--- src/rtl/twcg_pkg.sv ---
// ----------------------------------------------------------------------------
// twcg_pkg
// Shared types, constants and tables of the traveling wave curve generator.
// ----------------------------------------------------------------------------
`default_nettype none

package twcg_pkg;

   localparam int MAX_POINTS_DEF   = 64;
   localparam int CORDIC_STEPS_DEF = 16;

   localparam int XW = 56;
   localparam int ZW = 36;

   localparam logic [29:0] K_Q30 = 30'd652032874;

   typedef logic signed [XW-1:0] cx_type;
   typedef logic signed [ZW-1:0] cz_type;

   typedef enum logic [2:0] {
      REG_POINT_COUNT  = 3'd0,
      REG_SEGMENT_LEN  = 3'd1,
      REG_PHASE_STEP   = 3'd2,
      REG_SPATIAL_STEP = 3'd3,
      REG_WAVE_GAIN    = 3'd4
   } reg_index_type;

   typedef enum logic [3:0] {
      OP_NONE,
      OP_START,
      OP_SIN,
      OP_MUL,
      OP_VEC,
      OP_ANG,
      OP_NORM,
      OP_LOAD,
      OP_SEG,
      OP_ACC
   } op_type;

   typedef struct packed {
      op_type      op;
      logic        first;
      logic        last;
      logic [5:0]  idx;
   } cmd_type;

   typedef struct packed {
      logic        cdone;
      logic        out_free;
      logic [6:0]  total;
   } status_type;

   function automatic logic [29:0] atan_val(input logic [4:0] k);
      logic [29:0] v;
      case (k)
         5'd0:  v = 30'd536870912;
         5'd1:  v = 30'd316933406;
         5'd2:  v = 30'd167458907;
         5'd3:  v = 30'd85004756;
         5'd4:  v = 30'd42667331;
         5'd5:  v = 30'd21354465;
         5'd6:  v = 30'd10679838;
         5'd7:  v = 30'd5340245;
         5'd8:  v = 30'd2670163;
         5'd9:  v = 30'd1335087;
         5'd10: v = 30'd667544;
         5'd11: v = 30'd333772;
         5'd12: v = 30'd166886;
         5'd13: v = 30'd83443;
         5'd14: v = 30'd41722;
         5'd15: v = 30'd20861;
         5'd16: v = 30'd10430;
         5'd17: v = 30'd5215;
         5'd18: v = 30'd2608;
         5'd19: v = 30'd1304;
         5'd20: v = 30'd652;
         5'd21: v = 30'd326;
         5'd22: v = 30'd163;
         5'd23: v = 30'd81;
         default: v = 30'd0;
      endcase
      return v;
   endfunction

endpackage

`default_nettype wire

--- src/rtl/traveling_wave_curve_generator_unit.sv ---
// ----------------------------------------------------------------------------
// traveling_wave_curve_generator_unit
// Emits one polyline with normals per tick of a sine-driven traveling wave.
// ----------------------------------------------------------------------------
//  channel  ports                     meaning
//  req      req_valid/req_stall       one tick, advance flag
//  rsp      rsp_valid/rsp_stall       one point per transaction
//  csr      csr_wr_en/index/wr_data   register write, no wait
//
// Each point runs the shared iterative CORDIC in up to four passes: sine,
// arctangent, normal and segment; the last point runs only the normal pass.
// A new tick is taken once the last point sits in the result register.
// Reset is synchronous and restores the register defaults and zero phase.
// A stalled result holds the sequencer at the emit step.
`default_nettype none

module traveling_wave_curve_generator_unit #(
   parameter int MAX_POINTS   = twcg_pkg::MAX_POINTS_DEF,
   parameter int CORDIC_STEPS = twcg_pkg::CORDIC_STEPS_DEF
) (
   input  wire                 clock,
   input  wire                 reset,
   input  wire                 csr_wr_en,
   input  wire  [2:0]          csr_index,
   input  wire  [19:0]         csr_wr_data,
   input  wire                 req_valid,
   output logic                req_stall,
   input  wire                 req_advance,
   output logic                rsp_valid,
   input  wire                 rsp_stall,
   output logic [5:0]          rsp_point_index,
   output logic signed [31:0]  rsp_pos_x,
   output logic signed [31:0]  rsp_pos_y,
   output logic signed [15:0]  rsp_norm_x,
   output logic signed [15:0]  rsp_norm_y,
   output logic                rsp_final_point
);

   twcg_pkg::cmd_type    cmd;
   twcg_pkg::status_type status;

   twcg_ctrl u_ctrl (
      .clock     (clock),
      .reset     (reset),
      .req_valid (req_valid),
      .req_stall (req_stall),
      .status    (status),
      .cmd       (cmd)
   );

   twcg_datapath #(
      .MAX_POINTS   (MAX_POINTS),
      .CORDIC_STEPS (CORDIC_STEPS)
   ) u_datapath (
      .clock           (clock),
      .reset           (reset),
      .csr_wr_en       (csr_wr_en),
      .csr_index       (csr_index),
      .csr_wr_data     (csr_wr_data),
      .req_advance     (req_advance),
      .cmd             (cmd),
      .status          (status),
      .rsp_valid       (rsp_valid),
      .rsp_stall       (rsp_stall),
      .rsp_point_index (rsp_point_index),
      .rsp_pos_x       (rsp_pos_x),
      .rsp_pos_y       (rsp_pos_y),
      .rsp_norm_x      (rsp_norm_x),
      .rsp_norm_y      (rsp_norm_y),
      .rsp_final_point (rsp_final_point)
   );

endmodule

`default_nettype wire

--- src/rtl/twcg_cordic.sv ---
// ----------------------------------------------------------------------------
// twcg_cordic
// Iterative CORDIC, one micro-rotation per cycle, rotation or vectoring mode.
// ----------------------------------------------------------------------------
`default_nettype none

module twcg_cordic #(
   parameter int CORDIC_STEPS = twcg_pkg::CORDIC_STEPS_DEF
) (
   input  wire                  clock,
   input  wire                  reset,
   input  wire                  start,
   input  wire                  vec_mode,
   input  twcg_pkg::cx_type     x0,
   input  twcg_pkg::cx_type     y0,
   input  twcg_pkg::cz_type     z0,
   output logic                 done,
   output twcg_pkg::cx_type     x_out,
   output twcg_pkg::cx_type     y_out,
   output twcg_pkg::cz_type     z_out
);

   localparam int SW = (CORDIC_STEPS > 1) ? $clog2(CORDIC_STEPS) : 1;
   localparam logic [SW-1:0] LAST = SW'(CORDIC_STEPS - 1);

   twcg_pkg::cx_type x_ff, y_ff, xs, ys;
   twcg_pkg::cz_type z_ff, at;
   logic [SW-1:0]    k_ff;
   logic             busy_ff, done_ff, vec_ff, d;

   always_comb begin
      xs = x_ff >>> k_ff;
      ys = y_ff >>> k_ff;
      at = {6'd0, twcg_pkg::atan_val(5'(k_ff))};
      d  = vec_ff ? y_ff[twcg_pkg::XW-1] : ~z_ff[twcg_pkg::ZW-1];
   end

   always_ff @(posedge clock) begin
      if (reset) begin
         busy_ff <= 1'b0;
         done_ff <= 1'b0;
         k_ff    <= '0;
      end else begin
         done_ff <= 1'b0;
         if (start) begin
            busy_ff <= 1'b1;
            k_ff    <= '0;
         end else if (busy_ff) begin
            k_ff <= k_ff + 1'b1;
            if (k_ff == LAST) begin
               busy_ff <= 1'b0;
               done_ff <= 1'b1;
            end
         end
      end
   end

   always_ff @(posedge clock) begin
      if (start) begin
         x_ff   <= x0;
         y_ff   <= y0;
         z_ff   <= z0;
         vec_ff <= vec_mode;
      end else if (busy_ff) begin
         if (d) begin
            x_ff <= x_ff - ys;
            y_ff <= y_ff + xs;
            z_ff <= z_ff - at;
         end else begin
            x_ff <= x_ff + ys;
            y_ff <= y_ff - xs;
            z_ff <= z_ff + at;
         end
      end
   end

   assign done  = done_ff;
   assign x_out = x_ff;
   assign y_out = y_ff;
   assign z_out = z_ff;

endmodule

`default_nettype wire

--- src/rtl/twcg_datapath.sv ---
// ----------------------------------------------------------------------------
// twcg_datapath
// Registers, phase and position accumulators, multipliers, CORDIC and the
// result register.
// ----------------------------------------------------------------------------
`default_nettype none

module twcg_datapath #(
   parameter int MAX_POINTS   = twcg_pkg::MAX_POINTS_DEF,
   parameter int CORDIC_STEPS = twcg_pkg::CORDIC_STEPS_DEF
) (
   input  wire                  clock,
   input  wire                  reset,
   input  wire                  csr_wr_en,
   input  wire  [2:0]           csr_index,
   input  wire  [19:0]          csr_wr_data,
   input  wire                  req_advance,
   input  twcg_pkg::cmd_type    cmd,
   output twcg_pkg::status_type status,
   output logic                 rsp_valid,
   input  wire                  rsp_stall,
   output logic [5:0]           rsp_point_index,
   output logic signed [31:0]   rsp_pos_x,
   output logic signed [31:0]   rsp_pos_y,
   output logic signed [15:0]   rsp_norm_x,
   output logic signed [15:0]   rsp_norm_y,
   output logic                 rsp_final_point
);

   localparam int LIM_RAW = (MAX_POINTS < 64) ? MAX_POINTS : 64;
   localparam int LIM     = (LIM_RAW < 2) ? 2 : LIM_RAW;
   localparam logic [6:0] LIM7 = 7'(LIM);

   logic [6:0]  point_count_ff;
   logic [19:0] segment_len_ff;
   logic [15:0] phase_step_ff, spatial_step_ff, wave_gain_ff;
   logic [15:0] wave_phase_ff, wave_phase_in, pt_phase_ff;
   logic [31:0] work_x_ff, work_y_ff;
   logic [15:0] prior_ff, right_ff;
   logic        neg_ff;
   twcg_pkg::cx_type tan_ff;

   logic        c_start, c_vec, c_done, fold_neg;
   twcg_pkg::cx_type c_x0, c_y0, c_x, c_y;
   twcg_pkg::cz_type c_z0, c_z, zr;
   logic [15:0] fold_p;
   logic signed [32:0] sine_s;
   logic signed [49:0] prod;
   logic [49:0] kl;
   logic [16:0] bis;
   logic signed [19:0] ang20;
   logic [15:0] ang16;
   twcg_pkg::cx_type rx, ry;
   logic signed [15:0] nx, ny;
   logic [6:0]  total;

   always_comb begin
      if (point_count_ff < 7'd2)     total = 7'd2;
      else if (point_count_ff > LIM7) total = LIM7;
      else                            total = point_count_ff;
   end

   assign wave_phase_in = req_advance ? wave_phase_ff + phase_step_ff : wave_phase_ff;

   always_ff @(posedge clock) begin
      if (reset) begin
         point_count_ff  <= 7'd40;
         segment_len_ff  <= 20'd4202;
         phase_step_ff   <= 16'd1043;
         spatial_step_ff <= 16'd671;
         wave_gain_ff    <= 16'd3217;
      end else if (csr_wr_en) begin
         unique case (csr_index)
            twcg_pkg::REG_POINT_COUNT:  point_count_ff  <= csr_wr_data[6:0];
            twcg_pkg::REG_SEGMENT_LEN:  segment_len_ff  <= csr_wr_data;
            twcg_pkg::REG_PHASE_STEP:   phase_step_ff   <= csr_wr_data[15:0];
            twcg_pkg::REG_SPATIAL_STEP: spatial_step_ff <= csr_wr_data[15:0];
            twcg_pkg::REG_WAVE_GAIN:    wave_gain_ff    <= csr_wr_data[15:0];
            default: ;
         endcase
      end
   end

   // sine argument folding
   assign fold_neg = (pt_phase_ff[15:14] == 2'd1) || (pt_phase_ff[15:14] == 2'd2);
   assign fold_p   = fold_neg ? (pt_phase_ff ^ 16'h8000) : pt_phase_ff;

   assign sine_s = neg_ff ? -c_y[32:0] : c_y[32:0];
   assign prod   = sine_s * $signed({1'b0, wave_gain_ff});
   assign kl     = 50'(twcg_pkg::K_Q30) * 50'(segment_len_ff);
   assign bis    = {prior_ff[15], prior_ff} + {right_ff[15], right_ff};

   assign zr    = c_z + twcg_pkg::cz_type'(36'sd32768);
   assign ang20 = zr[35:16];
   always_comb begin
      if (ang20 > 20'sd16384)       ang16 = 16'sd16384;
      else if (ang20 < -20'sd16384) ang16 = -16'sd16384;
      else                          ang16 = ang20[15:0];
   end

   assign rx = c_x + twcg_pkg::cx_type'(56'sd536870912);
   assign ry = c_y + twcg_pkg::cx_type'(56'sd536870912);

   // round to Q1.14 and clamp
   always_comb begin
      logic signed [39:0] tx, ty;
      tx = 40'((c_x + twcg_pkg::cx_type'(56'sd32768)) >>> 16);
      ty = 40'((c_y + twcg_pkg::cx_type'(56'sd32768)) >>> 16);
      if (tx > 40'sd16384)       ny = 16'sd16384;
      else if (tx < -40'sd16384) ny = -16'sd16384;
      else                       ny = tx[15:0];
      if (ty > 40'sd16384)       nx = -16'sd16384;
      else if (ty < -40'sd16384) nx = 16'sd16384;
      else                       nx = -ty[15:0];
   end

   always_comb begin
      c_start = 1'b0;
      c_vec   = 1'b0;
      c_x0    = '0;
      c_y0    = '0;
      c_z0    = '0;
      case (cmd.op)
         twcg_pkg::OP_SIN: begin
            c_start = 1'b1;
            c_x0    = twcg_pkg::cx_type'({26'd0, twcg_pkg::K_Q30});
            c_z0    = {{4{fold_p[15]}}, fold_p, 16'd0};
         end
         twcg_pkg::OP_VEC: begin
            c_start = 1'b1;
            c_vec   = 1'b1;
            c_x0    = twcg_pkg::cx_type'(56'sd1073741824);
            c_y0    = tan_ff;
         end
         twcg_pkg::OP_NORM: begin
            c_start = 1'b1;
            c_x0    = twcg_pkg::cx_type'({26'd0, twcg_pkg::K_Q30});
            if (cmd.first)     c_z0 = {{4{right_ff[15]}}, right_ff, 16'd0};
            else if (cmd.last) c_z0 = {{4{prior_ff[15]}}, prior_ff, 16'd0};
            else               c_z0 = {{4{bis[16]}}, bis, 15'd0};
         end
         twcg_pkg::OP_SEG: begin
            c_start = 1'b1;
            c_x0    = {6'd0, kl};
            c_z0    = {{4{right_ff[15]}}, right_ff, 16'd0};
         end
         default: ;
      endcase
   end

   twcg_cordic #(.CORDIC_STEPS(CORDIC_STEPS)) u_cordic (
      .clock    (clock),
      .reset    (reset),
      .start    (c_start),
      .vec_mode (c_vec),
      .x0       (c_x0),
      .y0       (c_y0),
      .z0       (c_z0),
      .done     (c_done),
      .x_out    (c_x),
      .y_out    (c_y),
      .z_out    (c_z)
   );

   always_ff @(posedge clock) begin
      if (reset) begin
         wave_phase_ff <= '0;
         work_x_ff     <= '0;
         work_y_ff     <= '0;
         prior_ff      <= '0;
         rsp_valid     <= 1'b0;
      end else begin
         if (cmd.op == twcg_pkg::OP_LOAD) rsp_valid <= 1'b1;
         else if (!rsp_stall)             rsp_valid <= 1'b0;
         case (cmd.op)
            twcg_pkg::OP_START: begin
               wave_phase_ff <= wave_phase_in;
               pt_phase_ff   <= wave_phase_in - spatial_step_ff;
               work_x_ff     <= '0;
               work_y_ff     <= '0;
            end
            twcg_pkg::OP_SIN: neg_ff <= fold_neg;
            twcg_pkg::OP_MUL: tan_ff <= twcg_pkg::cx_type'(prod >>> 12);
            twcg_pkg::OP_ANG: right_ff <= ang16;
            twcg_pkg::OP_ACC: begin
               work_x_ff   <= work_x_ff + {{6{rx[55]}}, rx[55:30]};
               work_y_ff   <= work_y_ff + {{6{ry[55]}}, ry[55:30]};
               prior_ff    <= right_ff;
               pt_phase_ff <= pt_phase_ff - spatial_step_ff;
            end
            default: ;
         endcase
      end
   end

   always_ff @(posedge clock) begin
      if (cmd.op == twcg_pkg::OP_LOAD) begin
         rsp_point_index <= cmd.idx;
         rsp_pos_x       <= work_x_ff;
         rsp_pos_y       <= work_y_ff;
         rsp_norm_x      <= nx;
         rsp_norm_y      <= ny;
         rsp_final_point <= cmd.last;
      end
   end

   assign status = {c_done, ~rsp_valid | ~rsp_stall, total};

endmodule

`default_nettype wire

--- src/rtl/twcg_ctrl.sv ---
// ----------------------------------------------------------------------------
// twcg_ctrl
// Sequencer: per point, sine, gain, arctangent, normal, emit, segment, accumulate.
// ----------------------------------------------------------------------------
`default_nettype none

module twcg_ctrl (
   input  wire                  clock,
   input  wire                  reset,
   input  wire                  req_valid,
   output logic                 req_stall,
   input  twcg_pkg::status_type status,
   output twcg_pkg::cmd_type    cmd
);

   typedef enum logic [3:0] {
      S_IDLE, S_SIN, S_SINW, S_MUL, S_VEC, S_VECW, S_ANG,
      S_NORM, S_NORMW, S_LOAD, S_SEG, S_SEGW, S_ACC
   } state_type;

   state_type  state_ff;
   logic [6:0] idx_ff;
   logic       last;

   assign last = (idx_ff + 7'd1) == status.total;

   always_ff @(posedge clock) begin
      if (reset) begin
         state_ff <= S_IDLE;
         idx_ff   <= '0;
      end else begin
         unique case (state_ff)
            S_IDLE:  if (req_valid) begin
               idx_ff   <= '0;
               state_ff <= S_SIN;
            end
            S_SIN:   state_ff <= S_SINW;
            S_SINW:  if (status.cdone) state_ff <= S_MUL;
            S_MUL:   state_ff <= S_VEC;
            S_VEC:   state_ff <= S_VECW;
            S_VECW:  if (status.cdone) state_ff <= S_ANG;
            S_ANG:   state_ff <= S_NORM;
            S_NORM:  state_ff <= S_NORMW;
            S_NORMW: if (status.cdone) state_ff <= S_LOAD;
            S_LOAD:  if (status.out_free) state_ff <= last ? S_IDLE : S_SEG;
            S_SEG:   state_ff <= S_SEGW;
            S_SEGW:  if (status.cdone) state_ff <= S_ACC;
            S_ACC: begin
               idx_ff   <= idx_ff + 7'd1;
               state_ff <= ((idx_ff + 7'd2) == status.total) ? S_NORM : S_SIN;
            end
            default: state_ff <= S_IDLE;
         endcase
      end
   end

   always_comb begin
      cmd.op    = twcg_pkg::OP_NONE;
      cmd.first = (idx_ff == 7'd0);
      cmd.last  = last;
      cmd.idx   = idx_ff[5:0];
      unique case (state_ff)
         S_IDLE: if (req_valid) cmd.op = twcg_pkg::OP_START;
         S_SIN:  cmd.op = twcg_pkg::OP_SIN;
         S_MUL:  cmd.op = twcg_pkg::OP_MUL;
         S_VEC:  cmd.op = twcg_pkg::OP_VEC;
         S_ANG:  cmd.op = twcg_pkg::OP_ANG;
         S_NORM: cmd.op = twcg_pkg::OP_NORM;
         S_LOAD: if (status.out_free) cmd.op = twcg_pkg::OP_LOAD;
         S_SEG:  cmd.op = twcg_pkg::OP_SEG;
         S_ACC:  cmd.op = twcg_pkg::OP_ACC;
         default: ;
      endcase
   end

   assign req_stall = (state_ff != S_IDLE);

endmodule

`default_nettype wire

--- config.mk ---
export PLATFORM = sky130hd
export DESIGN_NAME = traveling_wave_curve_generator_unit
export DESIGN_NICKNAME = d
export VERILOG_FILES = /design/src/rtl/twcg_pkg.sv /design/src/rtl/traveling_wave_curve_generator_unit.sv /design/src/rtl/twcg_cordic.sv /design/src/rtl/twcg_datapath.sv /design/src/rtl/twcg_ctrl.sv
export SDC_FILE = /design/constraint.sdc
export NUM_CORES = 2
export LEC_CHECK = 0
export BUFFER_PORTS_ARGS = -buffer_cell sky130_fd_sc_hd__buf_2
export CORE_ASPECT_RATIO = 2
export CORE_MARGIN = 4
export CORE_UTILIZATION = 30
export DETAILED_ROUTE_END_ITERATION = 12
export SYNTH_ARGS = -nofsm -noshare
export SYNTH_HDL_FRONTEND = slang
export SYNTH_SLANG_ARGS = --single-unit
--- constraint.sdc ---
create_clock -name clock -period 12.5 [get_ports clock]
set_input_delay 0.625 -clock clock [delete_from_list [all_inputs] [get_ports clock]]
set_output_delay 0.625 -clock clock [all_outputs]
set_load 0.01 [all_outputs]
==> flow_summary_export.csv <==
group,metric,value,unit
route,drt-pass1-iter-count,7,
sta,tightestPinTransition,1.15,ns
final_layout,flow.area_growth_from_synthesis,7.59,%
logic_synthesis,syn-cell-area,0.0741,mm^2
placement,gpl.final_weighted_congestion,0.989,
grt,antenna_violations_before_repair,6,
route,drcViolationCount,0,
setup_path,path_max_fanout,19,
logic_synthesis,number_of_instances_in_the_synthesized_netlist,8393,
route,finalWirelength,261000,um
setup_path,timing.critical_path.from_type,"register",
cts,cts_root_buf,"sky130_fd_sc_hd__clkbuf_16",
setup_path,critical_path.reg2reg.startpoint,"u_datapath.u_cordic.y_out[0]",
cts,tritoncts,"built",
cts,cts_hold_repair.buffers,0,
cts,cts.repair_timing.setup_buffer_count,0,
logic_synthesis,most_instantiated_library_cell_after_synthesis,"sky130_fd_sc_hd__nand2_1",
worst_hold_path,worst_hold_path.endpoint,"u_datapath.segment_len_ff[18]",
sta,achievable-frequency,92.3,MHz
final_layout,finish.net_count,9639,
sta,relSlewSlack,22.8,%
logic_synthesis,synth.area.top_cells,"sky130_fd_sc_hd__fa_1, sky130_fd_sc_hd__edfxtp_1, sky130_fd_sc_hd__ha_1, sky130_fd_sc_hd__dfxtp_1, sky130_fd_sc_hd__nand2_1",
floorplan,die-height,711,um
floorplan,floorplan.die_area,0.256,mm^2
setup_path,worstPathRequired,12.93,ns
route,drt_iter0_markers,3880,
cts,clock_tree.htree_level_count,2,
logic_synthesis,synth.top_cell.area_share,20.3,%
logic_synthesis,synth-edff-count,323,
logic_synthesis,synth.top_cells.by_count,"sky130_fd_sc_hd__nand2_1, sky130_fd_sc_hd__inv_1, sky130_fd_sc_hd__fa_1",
status,result_of_the_run,"complete, no violations",
route,ant_nets,0,
sta,finalHoldViolations,0,
sta,maxSlewViolCount,0,
logic_synthesis,postSynth.asyncResetShare,0,%
cts,cts_resized,0,
setup_path,path_class,"reg -> reg",
setup_path,timing.reg2reg.setup_slack,1.66,ns
logic_synthesis,synth-seq-cells,542,
cts,cts_max_path_buffers,3,
cts,cts_made_buffers,53,
grt,maximum_number_of_pins_on_one_net_before_global_route_repair,94,
logic_synthesis,postSynth.topFlopCell,"sky130_fd_sc_hd__edfxtp_1",
setup_path,timing.critical_path.slowest_cell_delay,0.69,ns
job,max_cap_viol_count,0,
placement,io_buffer_count,133,
placement,dp_hpwl,210000,um
worst_hold_path,hold_start,"csr_wr_data[18]",
grt,grt_first_pass_wirelength,396000,um
logic_synthesis,synth.yosys.seq_area_share,19.0,%
cts,insertion_delay,0.71,ns
grt,overflow,0,
logic_synthesis,syn_nets,9773,
cts,clock_sinks,542,
setup_path,worstSetupPathDepth,33,
floorplan,initial_utilization,30.2,%
route,drt-vias-per-instance,5.34,
logic_synthesis,syn-mean-instance-area,8.83,um^2
sta,minimum_clock_period_after_layout,10.84,ns
setup_path,rr_worst_depth,33,
route,via_count,61677,
grt,grt.total_usage,20.1,%
floorplan,core-area,0.245,mm^2
setup_path,cp_data_arrival_time,11.27,ns
floorplan,floorplan.rows,257,
route,routed_wire_length_per_instance,22.6,um
sta,setup_clock_skew_after_layout,0.0491,ns
floorplan,number_of_top_level_pins,134,
setup_path,buffering_stage_count_on_the_worst_path_with_inverters_included,5,
sta,timing.final.setup_violations,0,
sta,min_period_over_period,86.7,%
logic_synthesis,synth.distinct_cells,104,
logic_synthesis,yosysWarningCount,0,
final_layout,post_route_cells_drive_above_1_share,6.64,%
setup_path,crit_top_cell,"sky130_fd_sc_hd__fa_1",
sta,rsz0062_at_grt,"no",
cts,cts.reportedPaths.clkPinSlew,0.07,ns
grt,grt_pass1_vias,66368,
setup_path,critical_path.endpoint_type,"register",
setup_path,regToRegEndpoint,"u_datapath.tan_ff[36]",
sta,setup_tns,0,ns
floorplan,fp.dieW,360,um
setup_path,timing.critical_path.slowest_stage_cell,"sky130_fd_sc_hd__edfxtp_1",
logic_synthesis,most_area_hungry_cell_type_in_the_yosys_netlist,"sky130_fd_sc_hd__fa_1",
worst_hold_path,depth_of_the_worst_hold_timing_path,3,
worst_hold_path,holdCritPathClass,"in -> reg",
setup_path,critical-path-top-delay-family,"adder cells",
==> how the worst max path moves through the flow <==
stage / start / to
finish: u_datapath.u_cordic.y_out[0] / u_datapath.tan_ff[36]
global route: u_datapath.u_cordic.y_out[0] / u_datapath.tan_ff[36]
CTS: u_datapath.u_cordic.y_out[0] / u_datapath.tan_ff[36]
detailed placement: u_datapath.u_cordic.y_out[0] / u_datapath.tan_ff[36]
global placement: u_datapath.u_cordic.y_out[0] / u_datapath.tan_ff[36]
floorplan: u_datapath.u_cordic.y_out[9] / u_datapath.tan_ff[36]
==> worst min-delay path, stage by stage <==
cell and delay (ns):
sky130_fd_sc_hd__buf_2 0.09, sky130_fd_sc_hd__nand2_1 0.04, sky130_fd_sc_hd__a21oi_1 0.05
==> state kept, by name, indices dropped and copies added, names as in the netlist, 20 cells and up <==
name and cells:
u_datapath.work_y_ff 32, u_datapath.u_cordic.at 30, u_datapath.work_x_ff 32, u_datapath.u_cordic.z_out 36, u_datapath.u_cordic.y_out 56, u_datapath.u_cordic.x_out 56, u_datapath.tan_ff 38, u_datapath.rsp_pos_x 32
u_datapath.rsp_pos_y 32, u_datapath.segment_len_ff 20
==> final cells by class <==
type / count / area, um^2
Clock inverter: 28 / 330
Timing Repair Buffer: 216 / 1290
Antenna cell: 2 / 5.00
Multi-Input combinational cell: 6395 / 54500
Tap cell: 3237 / 4050
Fill cell: 25379 / 166000
Clock buffer: 71 / 1530
Sequential cell: 542 / 14100
Inverter: 1051 / 3950
==> per-stage QoR <==
stage                     utilization [%]  setup WS, ns  cell area, um^2  hold slack, ns  cells
after floorplan                         -          2.78            74100           0.406   8393
after global placement               31.8          1.56            77900           0.422  11441
after detailed placement             31.8          1.68            77900           0.423  11441
after CTS                            32.5          1.63            79800           0.145  11540
after global routing                 32.5          1.20            79800           0.172  11541
final                                32.5          1.66            79800           0.184  11542
==> cells by family (layout without fill, tap and decap cells) <==
kind of cell	count (synthesis)	count (layout)	synth area share (%)
mux	287	287	6.10
buf+inv	1456	1366	7.73
compound gates	1615	1615	13.5
xor+xnor	626	626	7.40
other cells	0	2	0
simple gates	2516	2516	15.9
flops	542	542	19.0
fa+ha+maj	1351	1351	30.4
==> routing by layer <==
metal,wire [um],global-route usage (%)
met5,14,0
met4,30300,18.8
met3,10300,2.28
met2,141000,38.9
met1,79800,17.6
==> layout by cell type, fill, tap and decap left out, types with 17 or more instances in the layout <==
| cell type | instances |
|---|---|
| sky130_fd_sc_hd__o21bai_1 | 46 |
| sky130_fd_sc_hd__dfxtp_1 | 207 |
| sky130_fd_sc_hd__and2_1 | 243 |
| sky130_fd_sc_hd__o21a_1 | 53 |
| sky130_fd_sc_hd__or3_1 | 29 |
| sky130_fd_sc_hd__clkbuf_16 | 58 |
| sky130_fd_sc_hd__a211oi_1 | 41 |
| sky130_fd_sc_hd__o31ai_1 | 34 |
| sky130_fd_sc_hd__a21o_1 | 158 |
| sky130_fd_sc_hd__inv_1 | 1044 |
| sky130_fd_sc_hd__o221ai_1 | 17 |
| sky130_fd_sc_hd__mux2_2 | 51 |
| sky130_fd_sc_hd__mux2i_1 | 117 |
| sky130_fd_sc_hd__nand4_1 | 72 |
| sky130_fd_sc_hd__ha_1 | 600 |
| sky130_fd_sc_hd__and4_1 | 17 |
| sky130_fd_sc_hd__xnor2_1 | 353 |
| sky130_fd_sc_hd__nand3b_1 | 43 |
| sky130_fd_sc_hd__buf_2 | 132 |
| sky130_fd_sc_hd__or2_2 | 28 |
| sky130_fd_sc_hd__o211ai_1 | 27 |
| sky130_fd_sc_hd__mux4_1 | 31 |
| sky130_fd_sc_hd__buf_4 | 83 |
| sky130_fd_sc_hd__nor3_1 | 80 |
| sky130_fd_sc_hd__xor2_1 | 260 |
| sky130_fd_sc_hd__edfxtp_1 | 323 |
| sky130_fd_sc_hd__mux4_2 | 85 |
| sky130_fd_sc_hd__fa_1 | 751 |
| sky130_fd_sc_hd__nor2b_1 | 62 |
| sky130_fd_sc_hd__nand2b_1 | 58 |
| sky130_fd_sc_hd__a22oi_1 | 24 |
| sky130_fd_sc_hd__a21oi_1 | 554 |
| sky130_fd_sc_hd__nand3_1 | 184 |
| sky130_fd_sc_hd__o22ai_1 | 44 |
| sky130_fd_sc_hd__nor4_1 | 20 |
| sky130_fd_sc_hd__a31oi_1 | 59 |
| sky130_fd_sc_hd__nor2_1 | 421 |
| sky130_fd_sc_hd__o21ai_0 | 362 |
| sky130_fd_sc_hd__and3_1 | 59 |
| sky130_fd_sc_hd__nand2_1 | 1126 |
Power is not shown: default switching activity piles up to over one toggle a cycle in this logic, so the estimate is an artifact.
